--- src/hdl/bis_pkg.sv ---
// Shared types and constants for the burner ignition sequencer.
`default_nettype none
package bis_pkg;

  // Field widths fixed by the interface.
  localparam int SAMPLE_W = 12;
  localparam int TICK_W   = 16;
  localparam int SERVO_W  = 8;
  localparam int STATUS_W = 2;
  localparam int PHASE_W  = 3;
  localparam int CFG_IDX_W  = 2;
  localparam int CFG_DATA_W = 16;

  // Configuration register indexes.
  typedef enum logic [CFG_IDX_W-1:0] {
    REG_IGNITE_TICKS    = 2'd0,
    REG_RETRY_TICKS     = 2'd1,
    REG_STABILIZE_TICKS = 2'd2,
    REG_FLAME_THRESHOLD = 2'd3
  } cfg_reg_t;

  // Register reset values.
  localparam logic [TICK_W-1:0]   IGNITE_TICKS_RST    = 16'd2000;
  localparam logic [TICK_W-1:0]   RETRY_TICKS_RST     = 16'd10000;
  localparam logic [TICK_W-1:0]   STABILIZE_TICKS_RST = 16'd2000;
  localparam logic [SAMPLE_W-1:0] FLAME_THRESHOLD_RST = 12'd10;

  // Servo angles in degrees.
  localparam logic [SERVO_W-1:0] SERVO_OPEN = 8'd180;
  localparam logic [SERVO_W-1:0] SERVO_LOW  = 8'd45;
  localparam logic [SERVO_W-1:0] SERVO_HIGH = 8'd90;

  // Status codes shown on the result.
  localparam logic [STATUS_W-1:0] STAT_OFF   = 2'd0;
  localparam logic [STATUS_W-1:0] STAT_IGN   = 2'd1;
  localparam logic [STATUS_W-1:0] STAT_RETRY = 2'd2;
  localparam logic [STATUS_W-1:0] STAT_RUN   = 2'd3;

  // Phase codes shown on the result.
  localparam logic [PHASE_W-1:0] PHASE_CODE_IDLE   = 3'd0;
  localparam logic [PHASE_W-1:0] PHASE_CODE_IGNITE = 3'd1;
  localparam logic [PHASE_W-1:0] PHASE_CODE_RETRY  = 3'd2;
  localparam logic [PHASE_W-1:0] PHASE_CODE_STAB   = 3'd3;
  localparam logic [PHASE_W-1:0] PHASE_CODE_RUN    = 3'd4;

  // Configuration register set.
  typedef struct packed {
    logic [TICK_W-1:0]   ignite_ticks;
    logic [TICK_W-1:0]   retry_ticks;
    logic [TICK_W-1:0]   stabilize_ticks;
    logic [SAMPLE_W-1:0] flame_threshold;
  } bis_cfg_t;

  // One input item.
  typedef struct packed {
    logic                call_for_heat;
    logic [SAMPLE_W-1:0] flame_sample;
    logic [SAMPLE_W-1:0] room_temp;
    logic [SAMPLE_W-1:0] target_temp;
  } bis_in_t;

  // One result item.
  typedef struct packed {
    logic                ignitor_on;
    logic                valve_on;
    logic [SERVO_W-1:0]  servo_angle;
    logic [STATUS_W-1:0] status_code;
    logic [PHASE_W-1:0]  phase;
  } bis_out_t;

endpackage
`default_nettype wire

--- src/hdl/bis_cfg_regs.sv ---
// Configuration register file of the burner ignition sequencer.
`default_nettype none
module bis_cfg_regs
  import bis_pkg::*;
(
  input  wire logic                  clk,
  input  wire logic                  rst_n,
  input  wire logic                  cfg_we,
  input  wire logic [CFG_IDX_W-1:0]  cfg_idx,
  input  wire logic [CFG_DATA_W-1:0] cfg_wdata,
  output bis_cfg_t                   cfg_o
);

  bis_cfg_t cfg_r;

  // Decode the register index and store the masked write data.
  always_ff @(posedge clk) begin
    if (!rst_n) begin
      cfg_r.ignite_ticks    <= IGNITE_TICKS_RST;
      cfg_r.retry_ticks     <= RETRY_TICKS_RST;
      cfg_r.stabilize_ticks <= STABILIZE_TICKS_RST;
      cfg_r.flame_threshold <= FLAME_THRESHOLD_RST;
    end else if (cfg_we) begin
      unique case (cfg_reg_t'(cfg_idx))
        REG_IGNITE_TICKS:    cfg_r.ignite_ticks    <= cfg_wdata[TICK_W-1:0];
        REG_RETRY_TICKS:     cfg_r.retry_ticks     <= cfg_wdata[TICK_W-1:0];
        REG_STABILIZE_TICKS: cfg_r.stabilize_ticks <= cfg_wdata[TICK_W-1:0];
        REG_FLAME_THRESHOLD: cfg_r.flame_threshold <= cfg_wdata[SAMPLE_W-1:0];
        default: ;
      endcase
    end
  end

  assign cfg_o = cfg_r;

endmodule
`default_nettype wire

--- src/hdl/bis_in_reg.sv ---
// Input register stage that holds one accepted item for the sequencer core.
`default_nettype none
module bis_in_reg
  import bis_pkg::*;
(
  input  wire logic    clk,
  input  wire logic    rst_n,
  input  wire logic    in_valid,
  output logic         in_stall,
  input  bis_in_t      in_data,
  output logic         item_vld_o,
  output bis_in_t      item_o,
  input  wire logic    item_take_i
);

  logic    vld_r;
  bis_in_t data_r;

  // The stage is free when empty or when the core takes its item this cycle.
  assign in_stall = vld_r && !item_take_i;

  // Valid flag of the held item.
  always_ff @(posedge clk) begin
    if (!rst_n) begin
      vld_r <= 1'b0;
    end else if (!in_stall) begin
      vld_r <= in_valid;
    end
  end

  // Item payload, loaded only on acceptance.
  always_ff @(posedge clk) begin
    if (!in_stall && in_valid) begin
      data_r <= in_data;
    end
  end

  assign item_vld_o = vld_r;
  assign item_o     = data_r;

endmodule
`default_nettype wire

--- src/hdl/bis_core.sv ---
// Ignition sequencer state machine with its result register.
`default_nettype none
module bis_core
  import bis_pkg::*;
#(
  parameter int CMP_BITS = 12
) (
  input  wire logic clk,
  input  wire logic rst_n,
  input  bis_cfg_t  cfg_i,
  input  wire logic item_vld_i,
  input  bis_in_t   item_i,
  output logic      item_take_o,
  output logic      out_valid,
  input  wire logic out_stall,
  output bis_out_t  out_data
);

  typedef enum logic [PHASE_W-1:0] {
    PH_IDLE   = 3'd0,
    PH_IGNITE = 3'd1,
    PH_RETRY  = 3'd2,
    PH_STAB   = 3'd3,
    PH_RUN    = 3'd4
  } phase_t;

  phase_t              phase_r, phase_nxt;
  logic [TICK_W-1:0]   tick_r, tick_nxt, tick_inc;
  logic [SERVO_W-1:0]  servo_r, servo_nxt;
  logic                out_vld_r;
  bis_out_t            out_r, out_nxt;
  logic [CMP_BITS-1:0] flame_cmp, thr_cmp, room_cmp, target_cmp;
  logic                flame_ok;

  // The held item moves on when the result register is empty or being drained.
  assign item_take_o = item_vld_i && (!out_vld_r || !out_stall);

  // Samples and threshold are compared on the configured sample width.
  assign flame_cmp  = item_i.flame_sample[CMP_BITS-1:0];
  assign thr_cmp    = cfg_i.flame_threshold[CMP_BITS-1:0];
  assign room_cmp   = item_i.room_temp[CMP_BITS-1:0];
  assign target_cmp = item_i.target_temp[CMP_BITS-1:0];
  assign flame_ok   = flame_cmp > thr_cmp;
  assign tick_inc   = tick_r + 16'd1;

  // Next phase, tick count and servo command for the held item.
  always_comb begin
    phase_nxt = phase_r;
    tick_nxt  = tick_r;
    servo_nxt = servo_r;
    unique case (phase_r)
      PH_IGNITE: begin
        tick_nxt = tick_inc;
        if (tick_inc >= cfg_i.ignite_ticks) begin
          tick_nxt = '0;
          if (flame_ok) begin
            servo_nxt = SERVO_OPEN;
            phase_nxt = PH_STAB;
          end else begin
            phase_nxt = PH_RETRY;
          end
        end
      end
      PH_RETRY: begin
        tick_nxt = tick_inc;
        if (tick_inc >= cfg_i.retry_ticks) begin
          tick_nxt  = '0;
          phase_nxt = PH_IGNITE;
        end
      end
      PH_STAB: begin
        tick_nxt = tick_inc;
        if (tick_inc >= cfg_i.stabilize_ticks) begin
          tick_nxt  = '0;
          phase_nxt = PH_RUN;
        end
      end
      PH_RUN: begin
        if (item_i.call_for_heat) begin
          servo_nxt = (room_cmp < target_cmp) ? SERVO_LOW : SERVO_HIGH;
        end else begin
          tick_nxt  = '0;
          phase_nxt = PH_IDLE;
        end
      end
      default: begin
        phase_nxt = PH_IDLE;
        if (item_i.call_for_heat) begin
          tick_nxt  = '0;
          phase_nxt = PH_IGNITE;
        end
      end
    endcase
  end

  // Result fields follow the phase after this item's update.
  always_comb begin
    out_nxt.ignitor_on  = 1'b0;
    out_nxt.valve_on    = 1'b0;
    out_nxt.servo_angle = servo_nxt;
    out_nxt.status_code = STAT_OFF;
    out_nxt.phase       = PHASE_CODE_IDLE;
    unique case (phase_nxt)
      PH_IGNITE: begin
        out_nxt.ignitor_on  = 1'b1;
        out_nxt.valve_on    = 1'b1;
        out_nxt.status_code = STAT_IGN;
        out_nxt.phase       = PHASE_CODE_IGNITE;
      end
      PH_RETRY: begin
        out_nxt.status_code = STAT_RETRY;
        out_nxt.phase       = PHASE_CODE_RETRY;
      end
      PH_STAB: begin
        out_nxt.ignitor_on  = 1'b1;
        out_nxt.valve_on    = 1'b1;
        out_nxt.status_code = STAT_IGN;
        out_nxt.phase       = PHASE_CODE_STAB;
      end
      PH_RUN: begin
        out_nxt.status_code = STAT_RUN;
        out_nxt.phase       = PHASE_CODE_RUN;
      end
      default: ;
    endcase
  end

  // State moves when an item is taken; result valid also drops when drained.
  always_ff @(posedge clk) begin
    if (!rst_n) begin
      phase_r   <= PH_IDLE;
      tick_r    <= '0;
      servo_r   <= '0;
      out_vld_r <= 1'b0;
    end else begin
      if (item_take_o) begin
        phase_r   <= phase_nxt;
        tick_r    <= tick_nxt;
        servo_r   <= servo_nxt;
        out_vld_r <= 1'b1;
      end else if (!out_stall) begin
        out_vld_r <= 1'b0;
      end
    end
  end

  // Result payload.
  always_ff @(posedge clk) begin
    if (item_take_o) begin
      out_r <= out_nxt;
    end
  end

  assign out_valid = out_vld_r;
  assign out_data  = out_r;

endmodule
`default_nettype wire

--- src/hdl/burner_ignition_sequencer_top.sv ---
// Top level of the gas burner ignition sequencer with flame proving.
//
// Each input item is one timer tick and yields exactly one result item that
// shows the ignitor, pilot valve, servo angle, status and phase after that
// tick. The block takes one item per clock cycle while out_stall is low: an
// input register feeds a combinational next-state update, whose result lands
// in an output register when the core takes the item from the input register,
// and a new item can still be accepted while an earlier result waits. The
// sequencer state advances only as items are processed, so the timed phases
// count items, not clock cycles. Configuration registers are written through
// cfg_we, cfg_idx and cfg_wdata; the user must write them only while no item
// is in flight, which the block itself does not enforce. SAMPLE_BITS sets
// how many low bits (at most 12) of samples and flame threshold are compared.
`default_nettype none
module burner_ignition_sequencer_top
  import bis_pkg::*;
#(
  parameter int SAMPLE_BITS = 12
) (
  input  wire logic                  clk,
  input  wire logic                  rst_n,
  input  wire logic                  in_valid,
  output logic                       in_stall,
  input  bis_in_t                    in_data,
  output logic                       out_valid,
  input  wire logic                  out_stall,
  output bis_out_t                   out_data,
  input  wire logic                  cfg_we,
  input  wire logic [CFG_IDX_W-1:0]  cfg_idx,
  input  wire logic [CFG_DATA_W-1:0] cfg_wdata
);

  // Samples are 12 bits wide, so no more than that can take part in a compare.
  localparam int CMP_BITS = (SAMPLE_BITS < SAMPLE_W) ? SAMPLE_BITS : SAMPLE_W;

  bis_cfg_t cfg;
  logic     item_vld;
  bis_in_t  item;
  logic     item_take;

  // Configuration registers.
  bis_cfg_regs u_cfg (
    .clk       (clk),
    .rst_n     (rst_n),
    .cfg_we    (cfg_we),
    .cfg_idx   (cfg_idx),
    .cfg_wdata (cfg_wdata),
    .cfg_o     (cfg)
  );

  // Input register.
  bis_in_reg u_in (
    .clk         (clk),
    .rst_n       (rst_n),
    .in_valid    (in_valid),
    .in_stall    (in_stall),
    .in_data     (in_data),
    .item_vld_o  (item_vld),
    .item_o      (item),
    .item_take_i (item_take)
  );

  // Sequencer and result register.
  bis_core #(
    .CMP_BITS (CMP_BITS)
  ) u_core (
    .clk         (clk),
    .rst_n       (rst_n),
    .cfg_i       (cfg),
    .item_vld_i  (item_vld),
    .item_i      (item),
    .item_take_o (item_take),
    .out_valid   (out_valid),
    .out_stall   (out_stall),
    .out_data    (out_data)
  );

  // Ignitor and pilot valve always switch together.
  a_ign_valve: assert property (@(posedge clk) disable iff (!rst_n)
    out_valid |-> (out_data.ignitor_on == out_data.valve_on))
    else $error("ignitor and valve disagree");

  // Run phase always reports the running status and a closed ignitor.
  a_run_status: assert property (@(posedge clk) disable iff (!rst_n)
    (out_valid && out_data.phase == PHASE_CODE_RUN) |->
      (out_data.status_code == STAT_RUN && !out_data.ignitor_on))
    else $error("run phase with wrong status");

  // Stabilize phase always has the servo fully open.
  a_stab_servo: assert property (@(posedge clk) disable iff (!rst_n)
    (out_valid && out_data.phase == PHASE_CODE_STAB) |->
      (out_data.servo_angle == SERVO_OPEN))
    else $error("stabilize phase without open servo");

  // An item accepted while the input stage is empty fills that stage.
  a_flow: assert property (@(posedge clk) disable iff (!rst_n)
    (in_valid && !in_stall && !item_vld) |=> item_vld)
    else $error("accepted item lost");

endmodule
`default_nettype wire
--- config.mk ---
export PLATFORM = sky130hd
export DESIGN_NAME = burner_ignition_sequencer_top
export DESIGN_NICKNAME = d
export VERILOG_FILES = /design/src/hdl/bis_pkg.sv /design/src/hdl/bis_cfg_regs.sv /design/src/hdl/bis_in_reg.sv /design/src/hdl/bis_core.sv /design/src/hdl/burner_ignition_sequencer_top.sv
export SDC_FILE = /design/constraint.sdc
export NUM_CORES = 1
export LEC_CHECK = 0
export ABC_AREA = 1
export ABC_CLOCK_PERIOD_IN_PS = 3400
export BUFFER_PORTS_ARGS = -buffer_cell sky130_fd_sc_hd__buf_4
export CAP_MARGIN = 30
export CORE_MARGIN = 8
export CORE_UTILIZATION = 50
export DETAILED_ROUTE_END_ITERATION = 12
export PLACE_DENSITY_LB_ADDON = 0.1
export SLEW_MARGIN = 20
export SYNTH_ARGS = -nofsm -noshare
export SYNTH_HDL_FRONTEND = slang
export SYNTH_SLANG_ARGS = --single-unit
--- constraint.sdc ---
create_clock -name clk -period 3.4 [get_ports clk]
set_clock_uncertainty 0.1 [all_clocks]
set_input_delay 0.51 -clock clk [delete_from_list [all_inputs] [get_ports clk]]
set_output_delay 0.51 -clock clk [all_outputs]
set_load 0.05 [all_outputs]
== Word-level counts from Yosys, hierarchy flattened ==
Cells that the tools add are included.
Storage, ports and cells
  bits in registers: 141
  bits in latches: 0
  memory bits (writable): 0
  ROM bits: 0
  input port bits: 60
  output and inout port bits: 17
  logic and storage cells: 75
  memories kept: 0
Cells by class
  add/sub/neg operators: 1
  multiply operators: 0
  div/mod/pow operators: 0
  order comparisons: 5
  equality and inequality tests: 13
  shift operators: 0
  mux-type cells: 22
  bitwise operators: 0
  reduce and logical (&&, ||, !) cells: 16
Operators with widths (number)
  $mux 16: 5
  $pmux 16 s4: 1
  $ge 16x16->1: 3
  $mux 8: 3
  $pmux 5 s4: 1
  $add 16x1->16 const B: 1
  $pmux 8 s2: 1
  $eq 3x2->1 const B: 4
  $gt 12x12->1: 1
  $lt 12x12->1: 1
  $mux 3: 4
  $pmux 3 s4: 1
  $reduce_and 2->1: 4
  $mux 7: 1
  $eq 3x1->1 const B: 2
  $eq 3x3->1 const B: 2
  $reduce_bool 5->1: 1
  $eq 2x2->1 const B: 2
  $logic_not 1->1: 4
  $mux 1: 4
  $logic_and 1x1->1: 3
  $reduce_and 3->1: 1
  $eq 2x1->1 const B: 1
  $logic_not 2->1: 1
  5 further kinds: 5

== Logic depth before layout (Yosys ltp) ==
Gate-level depths: netlist of run 1.
  depth in word-level cells: 7
  depth in mapped cells: 20
  gate-level depth less buffers: 20

== By module ==
From an unflattened synthesis of run 1, not the netlist that was laid out.
Second synthesis, totals
  cells, all modules: 977
  area, all modules: 7599.8 µm²
Modules (own cells, without submodules)
  bis_core: times used 1, cells an instance 580, area an instance 4033.9 µm², seq. area each 950.9 µm²
  bis_cfg_regs: times used 1, cells an instance 352, area an instance 2404.8 µm², seq. area each 1201.2 µm²
  bis_in_reg: times used 1, cells an instance 45, area an instance 1161.1 µm², seq. area each 1131.1 µm²

== Worst setup path before layout of run 1 ==
Ideal clock, no wire load.
  path type: reg2reg
  from: register u_core.tick_r[0]
  to: register u_core.out_r, in the netlist u_core.out_data[10], data pin
  arrival: 2.610 ns
  data required time: 3.045 ns
  path slack: 0.434 ns
  stages on the path, launching flop included: 17
  buffers on the path: 0
  path through: dfxtp_1 -> ha_1 -> nand3_2 -> nor3_4 -> nand3_2 -> nor3_4 -> xor2_1 -> ha_1 -> nand2_1 -> o21bai_1 -> a21oi_1 -> nor2_1 -> nand2_1 -> nand4_1 -> nand2_1 -> inv_1 -> nand2_1
RTL lines
  start: declaration: line bis_core.sv:28  | logic [TICK_W-1:0] tick_r, tick_nxt, tick_inc;
  start signal: assignment: line bis_core.sv:138  | tick_r <= tick_nxt;
  end signal: assignment: line bis_core.sv:150  | out_r <= out_nxt;
  end: declaration: line bis_core.sv:31  | bis_out_t out_r, out_nxt;

== Worst setup path after layout of run 1 ==
  from: register u_core.tick_r[1]
  to: register u_core.tick_r[4]
Between the ends
  longest elaborated chain between the ends: 4
  elaborated cells between the ends (all ways): 8
Ends and longest elaborated chain
  $add 16x1->16 (*): line bis_core.sv:44  | assign tick_inc = tick_r + 16'd1;
  $ge 16x16->1 (on tied branches): line bis_core.sv:73, bis_core.sv:54, bis_core.sv:66
  $mux 16 (on tied branches): line bis_core.sv:73, bis_core.sv:54, bis_core.sv:66
  $pmux 16 s4 (*): line bis_core.sv:51  | unique case (phase_r)
Every way passes the cells marked *; elsewhere a longest branch is shown, timed or not.
A chain may end at the register's enable or synchronous reset.

==> results of run 1 <==
[kinds of logic (layout without fill, tap and decap cells)]
logic type | Yosys count | after routing
buffers and inverters | 161 | 264
xor gates and xnor gates | 11 | 11
DFF | 139 | 139
and+or+nand+nor | 252 | 252
adders and majority gates | 72 | 72
AOI/OAI and AO/OA | 186 | 186
[what timing repair did]
action / in CTS / in global routing
resized for setup: 0 / 20
buffers inserted: 0 / 6
endpoints found under the setup margin: 0 / 38
[where the power goes]
group | internal, mW | switching, mW
sequential | 1.81 | 0.0306
clock | 1.07 | 0.722
combinational | 0.163 | 0.281
total | 3.05 | 1.03
[sequential cells by signal, summed over array words and instances, names as in the netlist]
name,cells
u_cfg.cfg_o,60
u_in.item_o,37
u_core.tick_r,16
u_core.out_data,13
u_core.servo_r,8
u_core.phase_r,3
u_core.out_valid,1
u_in.item_vld_o,1
[routing by layer]
layer	GRT usage	vias up	routed length (µm)
met5	0	-	0
met4	0.0672	0	317
met3	0.0479	23	738
met2	0.329	118	8310
met1	0.203	2660	6840
li1	-	2949	-
[worst max-delay path by stage]
stage,startpoint,endpoint,slack (ns),cells past startpoint
2_1_floorplan,u_core.tick_r[0],u_core.out_data[10],0.43,16
3_3_place_gp,u_core.tick_r[0],u_core.tick_r[7],0.19,16
3_5_place_dp,u_core.tick_r[0],u_core.tick_r[7],0.08,16
4_1_cts,u_core.tick_r[0],u_core.tick_r[7],0.07,16
5_1_grt,u_core.tick_r[10],u_core.tick_r[8],-0.03,15
6_report,u_core.tick_r[1],u_core.tick_r[4],0.21,17
[stage by stage]
step | instances | instance area [µm²] | hold WS (ns) | utilization
2_1_floorplan | 821 | 7080 | 0.335 | -
3_3_place_gp | 1066 | 7870 | 0.350 | 0.567
3_5_place_dp | 1066 | 7870 | 0.356 | 0.567
4_1_cts | 1098 | 8450 | 0.148 | 0.609
5_1_grt | 1104 | 8590 | 0.142 | 0.619
6_report | 1104 | 8590 | 0.164 | 0.619
[layout make-up]
| cell class | instances | area (µm²) | area share |
|---|---|---|---|
| multi-input cells | 521 | 3260 | 0.380 |
| well taps | 180 | 225 | 0.0262 |
| clock buffers | 19 | 464 | 0.0541 |
| repair buffers | 97 | 728 | 0.0848 |
| flip-flops and latches | 139 | 3290 | 0.383 |
| inverters | 135 | 507 | 0.0590 |
| clock inverters | 13 | 115 | 0.0134 |
[placed cells by master (no fill, tap or decap), drive strengths merged]
master and count:
clkinv 7, xor2 10, clkinvlp 3, buf 97
nand3b 1, o21bai 3, dfxtp 89, ha 72
o211ai 19, nand4 19, nor4 3, or2 1
nor3 11, nor2 48, nand3 44, o21a 4
a21oi 101, inv 137, bufinv 1, o21ai 59
clkbuf 19, xnor2 1, nand2 125, edfxtp 50
[worst max-delay path, delay by kind of cell (launching register included)]
family / cells / cell delay, ns
compound gates: 3 / 0.34
xor+xnor: 1 / 0.22
fa+ha+maj: 2 / 0.43
buf+inv: 2 / 0.30
flops: 1 / 0.37
simple gates: 9 / 1.37
==> out/metrics.cfg, run 1 <==
[place]
dp_worst_setup_slack_ns = 0.0843
port_buffers = 76
dp_hpwl_um = 12300
routabilityCongestion = 0.883

[drt]
wirelength_um = 16200
ant_nets = 0
via_count = 5750
first_iter_violations = 368
wl_per_cell_um = 14.7
viasPerCell = 5.21
drcViolationCount = 0
drtPass1Iterations = 5

[clocking]
clock-sinks = 139
cts_made_buffers = 17
clk_pin_slew_ns = 0.06
h-tree-depth = 4
clockBufferDepth = 2
cts_hold_buffers = 0
root_buffer = clkbuf_16
clk_latency_ns = 0.42
cts_tree = built

[floorplanning]
dieArea_mm2 = 0.0182
core_mm2 = 0.0139
pin_count = 77
die_w_um = 135
die_y_um = 135
fp-row-count = 43
start_util = 0.510

[timing]
period_needed_ns = 3.19
slew-limit-headroom = 0.615
worstMarginPinSlew_ns = 0.575
fmax_ghz = 0.313
finalSetupViolations = 0
finalCritPeriodShare = 0.939
hold_viol = 0
tns_ns = 0
drv_slew = 0
worst_slack_ns = 0.207

[synth]
synth_commonest_cells = inv_1 (127), nand2_1 (123), a21oi_1 (101)
synthXorXnorAreaFrac = 0.0136
netlist_area_mm2 = 0.00708
synth_adder_area_share = 0.127
synth_edf_count = 50
async_flop_share = 0
ys_ff_latch = 139
synthTopCellsByArea = dfxtp_1 (25%), edfxtp_1 (21%), ha_1 (13%), a21oi_1 (7.1%), inv_1 (6.7%)
yosysSeqAreaShare = 0.464
postSynthCellCount = 821
synthMuxAreaShare = 0
synth-main-ff-cell = dfxtp_1
syn_nets = 953
synth_compound_area_frac = 0.141
yosysMostFrequentCell = inv_1
ys_warn_count = 0
synth.largest_area_cell = dfxtp_1
yosys.area_share.simple = 0.166
synth_area_per_cell_um2 = 8.62
synth_top_area_share = 0.252
synth_cell_types = 31
synth_top_family_by_area = simple AND/OR/NAND/NOR gates

[setup_path]
critPathLaunchType = register
crit_slowest_cell = dfxtp_2
reg2reg_depth = 17
slowest_delay_ns = 0.37
path_cells = ha_4, nand3_2, nor3_4, nand3_2, nor3_4, buf_4, xor2_2, ha_1, nand2_1, o21bai_1, a21oi_1, nor2_2, buf_4, nand3_1, nand3_4, nand3_1, a21oi_1
r2r-start = u_core.tick_r[1]
crit_required_ns = 3.64
cp-end-kind = register
crit_arrival_ns = 3.44
worstPathMaxFanout = 16
critPathKind = reg2reg
reg2reg_to = u_core.tick_r[4]
r2r_slack_ns = 0.21

[finish]
syn2layout_area_growth_pct = 21.3
diodes = 0
layout.nets = 1043
final_layout_size_suffix_gt1_frac = 0.182
n_fill_cell = 1208

[pwr]
finalPower_mw = 4.08
ir_drop_v = 0.000345
p_per_area_mw_per_mm2 = 475
leakage_nw = 4.01

[grt]
antenna_found_initial = 0
grt_max_degree = 58
grt_pass1_vias = 5636
grt-ovfl-total = 0
grt_usage = 0.183
grt_pass1_wl_um = 26500

[run_status]
outcome = complete, no violations

[hold_path]
worstHoldEndpoint = u_in.item_o[5]
hp-class = in2reg
holdPathStages = 1
min-delay-start = in_data[5]

[flow_run]
max_cap_violations = 0

(Power assumes the default switching activity.)
==> inputs of run 2 (changes only) <==
--- a/config.mk
+++ b/config.mk
@@ -13,6 +13,7 @@
 export CORE_UTILIZATION = 50
 export DETAILED_ROUTE_END_ITERATION = 12
 export PLACE_DENSITY_LB_ADDON = 0.1
+export REMOVE_ABC_BUFFERS = 1
 export SLEW_MARGIN = 20
 export SYNTH_ARGS = -nofsm -noshare
 export SYNTH_HDL_FRONTEND = slang
==> run 2 against run 1 <==
  * Worst hold slack improved by 0.0041 ns
  * Sequential cell count unchanged
  * Critical path depth unchanged
  * Utilization increased by 1.3 points
  * Worst setup slack got worse by 0.074 ns
  * Cell count increased by 0.45%
  * Via count increased by 0.64%
  * Routed wire length about the same
  * Combinational power increased by 3%
  * Sequential power about the same
  * Fmax decreased by 2.3%
==> out/metrics.cfg, run 2 (same netlist as run 1, synthesis figures left out) <==
[clocking]
h-tree-depth = 4  ; unchanged
cts_hold_buffers = 0  ; unchanged
clock-sinks = 139  ; unchanged
cts_tree = built
cts_made_buffers = 17  ; unchanged
clk_latency_ns = 0.41  ; about the same
root_buffer = clkbuf_16
clockBufferDepth = 2  ; unchanged
clk_pin_slew_ns = 0.06  ; about the same

[drt]
first_iter_violations = 441  ; +20%
ant_nets = 0  ; unchanged
wl_per_cell_um = 14.6  ; -0.44%
wirelength_um = 16200  ; about the same
via_count = 5787  ; +0.64%
drtPass1Iterations = 8  ; +3
viasPerCell = 5.22  ; +0.19%
drcViolationCount = 0  ; unchanged

[floorplanning]
pin_count = 77  ; unchanged
core_mm2 = 0.0139  ; unchanged
dieArea_mm2 = 0.0182  ; unchanged
die_y_um = 135  ; unchanged
start_util = 0.510  ; unchanged
die_w_um = 135  ; unchanged
fp-row-count = 43  ; unchanged

[pwr]
combPwrFrac = 0.110  ; about the same
clock_power_share = 0.446  ; +0.007
netSwitchingFraction = 0.234  ; -0.0193
p_int_mw = 3.18  ; +4.4%
power.switching_mw = 0.971  ; -6.0%
ir_drop_v = 0.000298  ; -14%
pwr-share-seq = 0.444  ; -0.008
leakage_nw = 4.04  ; +0.90%
p_per_area_mw_per_mm2 = 473  ; -0.39%

[timing]
tns_ns = 0  ; unchanged
worstMarginPinSlew_ns = 0.599  ; +0.0245 ns
slew-limit-headroom = 0.600  ; -0.0156
hold_viol = 0  ; unchanged
fmax_ghz = 0.306  ; -2.3%
drv_slew = 0  ; unchanged
period_needed_ns = 3.27  ; +0.0738 ns
finalSetupViolations = 0  ; unchanged
worst_slack_ns = 0.133  ; -0.0738 ns
finalCritPeriodShare = 0.961  ; +0.0217

[setup_path]
path_cells = ha_4, nand3_2, nor3_4, nand3_2, nor3_4, buf_6, xor2_4, ha_4, nand2_1, o21bai_1, a21oi_1, nor2_1, buf_4, buf_4, nand3_1, nand3_1, nand3_1
crit_slowest_cell = dfxtp_2
worstPathMaxFanout = 4  ; -12
cp_common_cell = nand3_1
crit_buf_inv = 3  ; +1
crit_required_ns = 3.45  ; -0.19 ns
critPathLaunchType = register
crit_arrival_ns = 3.32  ; -0.12 ns
critPathKind = reg2reg
crit_family = simple AND/OR/NAND/NOR gates
slowest_delay_ns = 0.38  ; about the same
cp-end-kind = register

[finish]
largest_register_ffs = 60  ; unchanged
ff_latch_area_mm2 = 0.00329  ; +0.19%
final_cells = 1109  ; +0.45%
final_util = 0.632  ; +0.0133
mostFrequentLayoutCells = inv_1 (125), nand2_1 (117), buf_4 (99)
diodes = 0  ; unchanged
fin_area_mm2 = 0.00877  ; +2.1%
n_fill_cell = 1182  ; -2.2%
syn2layout_area_growth_pct = 23.9
layout.nets = 1048  ; +0.48%
multiInputGateArea_mm2 = 0.00338  ; +3.6%
final_layout_size_suffix_gt1_frac = 0.197  ; +0.0152
final_common_cell = inv_1

[grt]
antenna_found_initial = 0  ; unchanged
grt-ovfl-total = 0  ; unchanged
grt_pass1_wl_um = 26600  ; +0.68%
grt_max_degree = 63  ; +8.6%
grt_usage = 0.182  ; -0.00140
grt_pass1_vias = 5687  ; +0.90%

[place]
dpl_cell_area_mm2 = 0.00783  ; -0.57%
dp_worst_setup_slack_ns = -0.0000642  ; -0.0844 ns
routabilityCongestion = 0.863  ; -2.2%
placed_cells = 1060  ; -0.56%
dp_hpwl_um = 11500  ; -5.9%
port_buffers = 76  ; unchanged

[hold_path]
hp-class = in2reg

[flow_run]
max_cap_violations = 0  ; unchanged

[run_status]
outcome = complete, no violations

run 2: changes by cell type in the layout (fill, tap and decap cells not counted), moves of 3 or more:
cell,delta
clkbuf_1,+4
clkbuf_8,+3
clkinv_4,-3
ha_1,-3
ha_4,+3
nand2_1,-5
nand2_2,+5
nand3_2,-3
nand3_4,+4
o21ai_0,-3
o21ai_1,+3
run 2: worst paths after layout:
path | start | endpoint | slack [ns] | cells after the start
max | u_core.tick_r[1] | u_core.out_data[11] | 0.13 | 17
min | in_data[8] | u_in.item_o[8] | 0.17 | 1
max reg2reg | u_core.tick_r[1] | u_core.out_data[11] | 0.13 | 17
min reg2reg | u_cfg.cfg_o[47] | u_cfg.cfg_o[47] | 0.36 | 2
run 2: metal layers:
metal / share of wire / GRT usage
met1: 0.45 / 0.221
met2: 0.48 / 0.302
met3: 0.050 / 0.0457
met4: 0.021 / 0.0703
met5: 0 / 0
run 2: area by class of cell:
class / count / area share
well taps: 180 / 0.0257
repair buffers: 101 / 0.0873
clock buffers: 26 / 0.0593
flip-flops and latches: 139 / 0.375
multi-input cells: 522 / 0.385
inverters: 135 / 0.0578
clock inverters: 6 / 0.00941
run 2: power by group through the flow:
stage / combinational, mW / clock [mW] / sequential (mW)
after floorplan: 0.230 / 0 / 1.91
after global placement: 0.424 / 0 / 1.88
after detailed placement: 0.436 / 0 / 1.88
after CTS: 0.441 / 1.89 / 1.85
after global routing: 0.516 / 1.96 / 1.85
final: 0.457 / 1.85 / 1.84
run 2: repair_timing:
action | CTS | global route
setup endpoints to repair | 5 | 38
resized for setup | 0 | 45
setup buffers | 2 | 14
pin swaps | 1 | 18
cloned | 0 | 1
run 2: through the flow:
| step | hold slack (ns) | power, mW |
|---|---|---|
| finish | 0.168 | 4.15 |
| global route | 0.145 | 4.33 |
| CTS | 0.149 | 4.18 |
| detailed placement | 0.354 | 2.32 |
| global placement | 0.350 | 2.30 |
| floorplan | 0.335 | 2.14 |
==> inputs of run 3 (changes only) <==
--- a/config.mk
+++ b/config.mk
@@ -9,8 +9,10 @@
 export ABC_CLOCK_PERIOD_IN_PS = 3400
 export BUFFER_PORTS_ARGS = -buffer_cell sky130_fd_sc_hd__buf_4
 export CAP_MARGIN = 30
+export CELL_PAD_IN_SITES_DETAIL_PLACEMENT = 2
+export CELL_PAD_IN_SITES_GLOBAL_PLACEMENT = 2
 export CORE_MARGIN = 8
-export CORE_UTILIZATION = 50
+export CORE_UTILIZATION = 36
 export DETAILED_ROUTE_END_ITERATION = 12
 export PLACE_DENSITY_LB_ADDON = 0.1
 export REMOVE_ABC_BUFFERS = 1
==> run 3 against run 2 <==
  * Routed wire length up 37%
  * Sequential share of layout area up 0.073 points
  * Critical path depth down 1
  * Worst setup slack better by 0.012 ns
  * Count of clock-buffer cells in the layout down 9
==> out/metrics.cfg, run 3 (same netlist as run 1, synthesis figures left out) <==
[run_status]
outcome = complete, no violations

[floorplanning]
fp-row-count = 51  ; +19%
pin_count = 77  ; unchanged
die_w_um = 156  ; +16%
dieArea_mm2 = 0.0244  ; +34%
core_mm2 = 0.0194  ; +40%
die_y_um = 156  ; +16%
start_util = 0.365  ; -0.145

[clocking]
cts_tree = built
cts_hold_buffers = 0  ; unchanged
root_buffer = clkbuf_16
cts_made_buffers = 17  ; unchanged
clk_latency_ns = 0.44  ; +0.03 ns
clk_pin_slew_ns = 0.07  ; about the same
h-tree-depth = 4  ; unchanged
clockBufferDepth = 2  ; unchanged
clock-sinks = 139  ; unchanged

[setup_path]
worstPathMaxFanout = 16  ; +12
r2r_slack_ns = 0.15  ; about the same
critPathCapture = u_core.tick_r[3]
critPathLaunchType = register
crit_slowest_cell = dfxtp_4
critPathKind = reg2reg
crit_required_ns = 3.59  ; +0.14 ns
slowest_delay_ns = 0.39  ; about the same
cp-end-kind = register
cp_common_cell = buf_4
crit_start = u_core.tick_r[0]
crit_arrival_ns = 3.44  ; +0.12 ns
path_cells = ha_4, nand3_4, nor3_4, buf_4, buf_4, xor2_1, ha_1, nand2_1, nor4_1, buf_4, nand2_1, nand4_1, nand3_2, buf_12, nand3_1, a21oi_1
reg2reg_depth = 16  ; -1
r2r-start = u_core.tick_r[0]
reg2reg_to = u_core.tick_r[3]

[timing]
worstMarginPinSlew_ns = 0.633  ; +0.0341 ns
finalCritPeriodShare = 0.957  ; -0.00367
drv_slew = 0  ; unchanged
period_needed_ns = 3.25  ; -0.0125 ns
fmax_ghz = 0.307  ; +0.38%
slew-limit-headroom = 0.577  ; -0.0228
tns_ns = 0  ; unchanged
finalSetupViolations = 0  ; unchanged
hold_viol = 0  ; unchanged

[flow_run]
max_cap_violations = 0  ; unchanged

[finish]
final_layout_size_suffix_gt1_frac = 0.195  ; -0.00173
fin_area_mm2 = 0.00875  ; -0.27%
diodes = 0  ; unchanged
final_common_cell = inv_1
syn2layout_area_growth_pct = 23.6
final_util = 0.451  ; -0.181
mostFrequentLayoutCells = inv_1 (123), nand2_1 (120), buf_4 (98)
largest_register_ffs = 60  ; unchanged
layout.nets = 1046  ; -0.19%
n_fill_cell = 2161  ; +83%

[place]
port_buffers = 76  ; unchanged
dpl_cell_area_mm2 = 0.00801  ; +2.3%
routabilityCongestion = 0.790  ; -8.5%
dp_hpwl_um = 16000  ; +39%

[drt]
drcViolationCount = 0  ; unchanged
first_iter_violations = 167  ; -62%
drtPass1Iterations = 4  ; -4
wl_per_cell_um = 18.6  ; +27%
ant_nets = 0  ; unchanged
viasPerCell = 5.11  ; -2.1%
via_count = 6091  ; +5.3%
wirelength_um = 22200  ; +37%

[pwr]
p_per_area_mw_per_mm2 = 478  ; +1.1%
finalPower_mw = 4.18  ; +0.83%
leakage_nw = 4.02  ; -0.57%
ir_drop_v = 0.000429  ; +44%

[grt]
grt_pass1_wl_um = 34900  ; +31%
grt_pass1_vias = 6798  ; +20%
grt_max_degree = 63  ; unchanged
grt_usage = 0.184  ; +0.00252
grt-ovfl-total = 0  ; unchanged
antenna_found_initial = 0  ; unchanged

[hold_path]
holdPathStages = 1  ; unchanged
hp-class = in2reg

-- run 3: cell types whose count changed in the layout (fill, tap and decap cells not counted), moves of 3 or more --
cell | before | now
ha_1 | 68 | 71
clkbuf_8 | 4 | 0
clkinv_2 | 3 | 0
inv_6 | 0 | 6
nand2_2 | 7 | 4
ha_4 | 4 | 1
inv_8 | 0 | 3
nand3_4 | 5 | 2
nand3_2 | 3 | 6
clkbuf_1 | 4 | 0
nand2_1 | 117 | 120
-- run 3: where the power goes --
part	leakage (nW)	total, mW	internal, mW	switching (mW)
Clock	0.279	1.86	1.03	0.824
Sequential	1.22	1.85	1.81	0.0343
Combinational	2.53	0.480	0.169	0.310
Total	4.02	4.18	3.02	1.17
-- run 3: final cells by class --
class | instances | area (µm²) | area share
well taps | 265 | 332 | 0.0379
multi-input cells | 521 | 3280 | 0.374
inverters | 135 | 507 | 0.0579
clock buffers | 17 | 425 | 0.0486
flip-flops and latches | 139 | 3290 | 0.376
clock inverters | 15 | 153 | 0.0174
repair buffers | 100 | 767 | 0.0877
-- run 3: worst max-delay path, delay by kind of cell (launching register included) --
kind,cells,cell delay (ns)
simple gates,8,1.21
compound gates,1,0.07
flops,1,0.39
buf+inv,4,0.61
xor+xnor,1,0.36
fa+ha+maj,2,0.37
-- run 3: stage by stage --
stage	instances	setup slack, ns	hold WS, ns
after floorplan	795	0.421	0.335
after global placement	1153	0.125	0.353
after detailed placement	1153	-0.0374	0.358
after CTS	1187	0.00791	0.133
after global routing	1192	-0.0680	0.126
final	1192	0.146	0.146
-- run 3: worst min path at each step --
stage	startpoint	to
after floorplan	u_cfg.cfg_o[10]	u_cfg.cfg_o[10]
after global placement	u_cfg.cfg_o[8]	u_cfg.cfg_o[8]
after detailed placement	u_cfg.cfg_o[31]	u_cfg.cfg_o[31]
after CTS	in_data[11]	u_in.item_o[11]
after global routing	in_data[11]	u_in.item_o[11]
final	in_data[11]	u_in.item_o[11]
-- run 3: layer usage --
| metal | GRT usage | vias to the layer above | part of all wire |
|---|---|---|---|
| met4 | 0.0490 | 0 | 0.014 |
| met1 | 0.201 | 3052 | 0.42 |
| met3 | 0.0425 | 18 | 0.027 |
| li1 | - | 2946 | - |
| met2 | 0.350 | 75 | 0.54 |
| met5 | 0 | - | 0 |
-- run 3: repair_timing --
item | CTS | global route
resized for setup | 1 | 33
endpoints found under the setup margin | 25 | 40
buffers inserted | 2 | 5
pin swaps | 0 | 19
